<file path="src/design/sel_pkg.sv">
// ----------------------------------------------------------------------------
// Shared/exclusive lock table package
// Sizes, table entry layout, verdict codes and the decision bundle shared by
// the lock table modules.
// ----------------------------------------------------------------------------
`default_nettype none

package sel_pkg;

    localparam int NUM_TRANSACTIONS = 64;
    localparam int NUM_ITEMS        = 256;
    localparam int TID_W            = $clog2(NUM_TRANSACTIONS);
    localparam int ITEM_W           = $clog2(NUM_ITEMS);

    // one bit per transaction
    typedef logic [NUM_TRANSACTIONS-1:0] t_mask;

    // per-item lock state
    typedef struct packed {
        t_mask shared_holders;
        t_mask exclusive_holders;
    } t_entry;

    typedef enum logic [1:0] {
        VERDICT_GRANTED = 2'd0,
        VERDICT_DENIED  = 2'd1,
        VERDICT_IGNORED = 2'd2
    } t_verdict;

    // outcome of one request, from the decision logic to the control
    typedef struct packed {
        t_verdict verdict;
        logic     wr_en;
        logic     deny;
        t_entry   entry;
    } t_decision;

endpackage

`default_nettype wire

</file>
<file path="src/design/sel_decide.sv">
// ----------------------------------------------------------------------------
// Lock decision logic
// Compares the requester against the item's holder masks and the denied
// mask, and forms the verdict, the updated entry and the denial flag.
// ----------------------------------------------------------------------------
`default_nettype none

module sel_decide
    import sel_pkg::*;
(
    input  wire logic             i_excl,
    input  wire logic [TID_W-1:0] i_tid,
    input  wire t_entry           i_entry,
    input  wire t_mask            i_denied,
    output t_decision             o_dec
);

    t_mask self;
    t_mask others;

    assign self   = t_mask'(1) << i_tid;
    assign others = ~self;

    // ignore denied transactions, else test for conflicting holders
    always_comb begin
        o_dec         = '0;
        o_dec.verdict = VERDICT_GRANTED;
        o_dec.entry   = i_entry;
        if ((i_denied & self) != '0) begin
            o_dec.verdict = VERDICT_IGNORED;
        end else if (!i_excl) begin
            if ((i_entry.exclusive_holders & others) != '0) begin
                o_dec.verdict = VERDICT_DENIED;
                o_dec.deny    = 1'b1;
            end else begin
                o_dec.entry.shared_holders = i_entry.shared_holders | self;
                o_dec.wr_en                = 1'b1;
            end
        end else begin
            if (((i_entry.shared_holders | i_entry.exclusive_holders) & others) != '0) begin
                o_dec.verdict = VERDICT_DENIED;
                o_dec.deny    = 1'b1;
            end else begin
                o_dec.entry.exclusive_holders = i_entry.exclusive_holders | self;
                o_dec.wr_en                   = 1'b1;
            end
        end
    end

endmodule

`default_nettype wire

</file>
<file path="config.mk">
export PLATFORM = sky130hd
export DESIGN_NAME = sel_decide
export DESIGN_NICKNAME = d
export VERILOG_FILES = /design/src/design/sel_pkg.sv /design/src/design/sel_decide.sv
export SDC_FILE = /design/constraint.sdc
export NUM_CORES = 1
export LEC_CHECK = 0
export BUFFER_PORTS_ARGS = -buffer_cell sky130_fd_sc_hd__buf_2
export CAP_MARGIN = 10
export CORE_AREA = 8 8 122 124
export DETAILED_ROUTE_END_ITERATION = 10
export DIE_AREA = 0 0 130 132
export PLACE_DENSITY_LB_ADDON = 0.25
export REMOVE_ABC_BUFFERS = 1
export SYNTH_ARGS = -nofsm -noshare
export SYNTH_HDL_FRONTEND = slang
export SYNTH_SLANG_ARGS = --single-unit
export TNS_END_PERCENT = 1
</file>
<file path="constraint.sdc">
create_clock -name vclk -period 7.5
set_clock_uncertainty 0.2 [all_clocks]
set_input_delay 1.125 -clock vclk [all_inputs]
set_output_delay 1.125 -clock vclk [all_outputs]
set_load 0.05 [all_outputs]
</file>
==> impl_metrics.yaml <==
cells_and_area:
  seq_area_um2: 0
  design.seq.count: 0
  drive_gt1_frac: 0.441
  clock_buffers: 0
  final_cell_area_um2: 5700
  area_growth_syn_to_layout_pct: 41.9
  final_util: 0.439
  finalNonFillerCells: 1037
  nets: 1061
timing:
  setup_viol: 0
  rsz0062_at_grt: "no"
  holdWs_ps: 2470
  fin_crit_sh: 0.847
  timing.fmax_mhz: 157
  worst_slew_pin_slew_ps: 1010
  finalMaxSlewViolations: 0
  period_minus_slack_ps: 6350
  max_slew_margin: 0.324
  hold_viol_final: 0
die:
  die_y_um: 132
  rows: 42
  die_w_um: 130
  dieArea_um2: 17200
  initial_core_util: 0.310
  num_io_pins: 331
  core_um2: 13000
clock_tree:
  cts_resized: 0
  postCtsHoldBufs: 0
  post-cts-setup-buffers: 0
run:
  maxCapViolations: 0
worst_setup_path:
  cp-startpoint: "i_tid[0]"
  worst-setup-path-type: "in -> out"
  critical_path.max_fanout: 46
  cp-end-kind: "output pin"
  cp-endpoint: "o_dec[12]"
  cp.required_ps: 6170
  cp.arrival_ps: 5030
  start_kind: "primary input"
placed_design:
  gp_congestion: 0.958
  numPortBuffers: 331
  placed_area_um2: 5700
  dp_cells: 1036
  hpwl_um: 22600
grt:
  grt_max_degree: 87
  antenna_found_initial: 1
  grt_pass1_vias: 6975
  grt_pass1_wl_um: 41500
  overflow: 0
  grt_usage: 0.309
pwr:
  p_switching_mw: 0.345
  peakVddDrop_mv: 0.0689
  comb_power_share: 1.000
  p_per_area_nw_per_um2: 83.4
  power.share.sequential: 0
  power.leakage_nw: 2.80
  p_sw_frac: 0.725
  intPower_mw: 0.131
  design_power_total_mw: 0.476
  p_clk_frac: 0
yosys:
  synth_area_leaders: "a41o_1 (25%), o21ai_0 (7.7%), a21oi_1 (5.0%), nor2_1 (4.9%), nand4_1 (4.7%)"
  ys_warn_count: 0
  syn_area_um2: 4020
  ys_seq_area_frac: 0
  synth_cells: 594
  synth_top_area_share: 0.251
  ys_types: 61
  yosys.area.top_type: "a41o_1"
  syn_avg_cell_area_um2: 6.77
route:
  drt_pre_antenna_iters: 5
  drt_first_iter_violations: 726
  vias: 6842
  drtAntennaViolNets: 0
  drc: 0
  avgRoutedWirePerCell_um: 27.6
  vias_per_cell: 6.60
  wl_um: 28600
min_path:
  hp-start: "i_entry[97]"
  hold_class: "in -> out"
outcome:
  status: "complete, no violations"
==> placed cells by master (no fill, tap or decap), types with 14 or more instances in the layout <==
cell	instances
a21oi_1	40
a31o_1	15
a41o_1	101
buf_2	331
buf_4	22
nand2_1	17
nand3_1	21
nand4_1	30
nor2_1	52
nor4_1	17
o21ai_0	62
o22ai_1	14
==> area by class of cell <==
class,count,area (um2)
fill,1463,7280
inverter,3,11.3
antenna,1,2.50
timing repair buffer,354,1840
tap,176,220
multi-input combinational,503,3630
==> metal layers <==
layer / track usage / wire length, um / part of all wire
met1: 0.386 / 11200 / 0.39
met4: 0.0865 / 728 / 0.025
met2: 0.522 / 13600 / 0.47
met3: 0.0615 / 3130 / 0.11
met5: 0 / 0 / 0
==> through the flow <==
step	TNS, ps	setup slack [ps]
floorplan	-34600	-1920
global placement	0	1250
detailed placement	0	1220
CTS	0	1220
global route	0	946
finish	0	1150
==> worst min path at each step <==
stage,endpoint,depth (start not counted)
6_report,o_dec[97],3
5_1_grt,o_dec[76],3
4_1_cts,o_dec[124],3
3_5_place_dp,o_dec[124],3
3_3_place_gp,o_dec[77],3
2_1_floorplan,o_dec[104],1
==> kinds of logic after synthesis <==
kind of cell | after synthesis | synth area share
compound gates | 286 | 0.546
buf+inv | 91 | 0.109
mux | 3 | 0.00809
simple gates | 214 | 0.337
==> critical path, stage by stage <==
cell      delay [ps]
buf_2            580
nor4b_4          700
a21boi_0         310
nor4b_1          370
nand4_1          130
or4_4            510
nor4_4           240
buf_4            480
a41o_1           260
buf_2            270
==> power groups by stage <==
stage               combinational (mW)  sequential [mW]    clock [mW]
floorplan                        0.276                0             0
global placement                 0.468                0             0
detailed placement               0.467                0             0
CTS                              0.468                0             0
global route                     0.497                0  0.0000000179
finish                           0.476                0  0.0000000179
==> synth_stat cells (5+ instances only) <==
| cell | count |
|---|---|
| a41o_1 | 101 |
| o21ai_0 | 62 |
| nor2_1 | 53 |
| clkbuf_1 | 48 |
| a21oi_1 | 40 |
| nand4_1 | 30 |
| buf_2 | 25 |
| nand3_1 | 21 |
| nand2_1 | 17 |
| nor4_1 | 17 |
| a31o_1 | 15 |
| o22ai_1 | 14 |
| nand3b_1 | 11 |
| a31o_2 | 7 |
| a32oi_1 | 7 |
| buf_6 | 7 |
| a2111oi_0 | 6 |
| a21boi_0 | 6 |
| nand4b_1 | 6 |
| nand4bb_1 | 6 |
| and4b_1 | 5 |
| buf_1 | 5 |
| nor3_1 | 5 |
| nor4b_1 | 5 |
| o21bai_1 | 5 |
(Power assumes the default switching activity.)
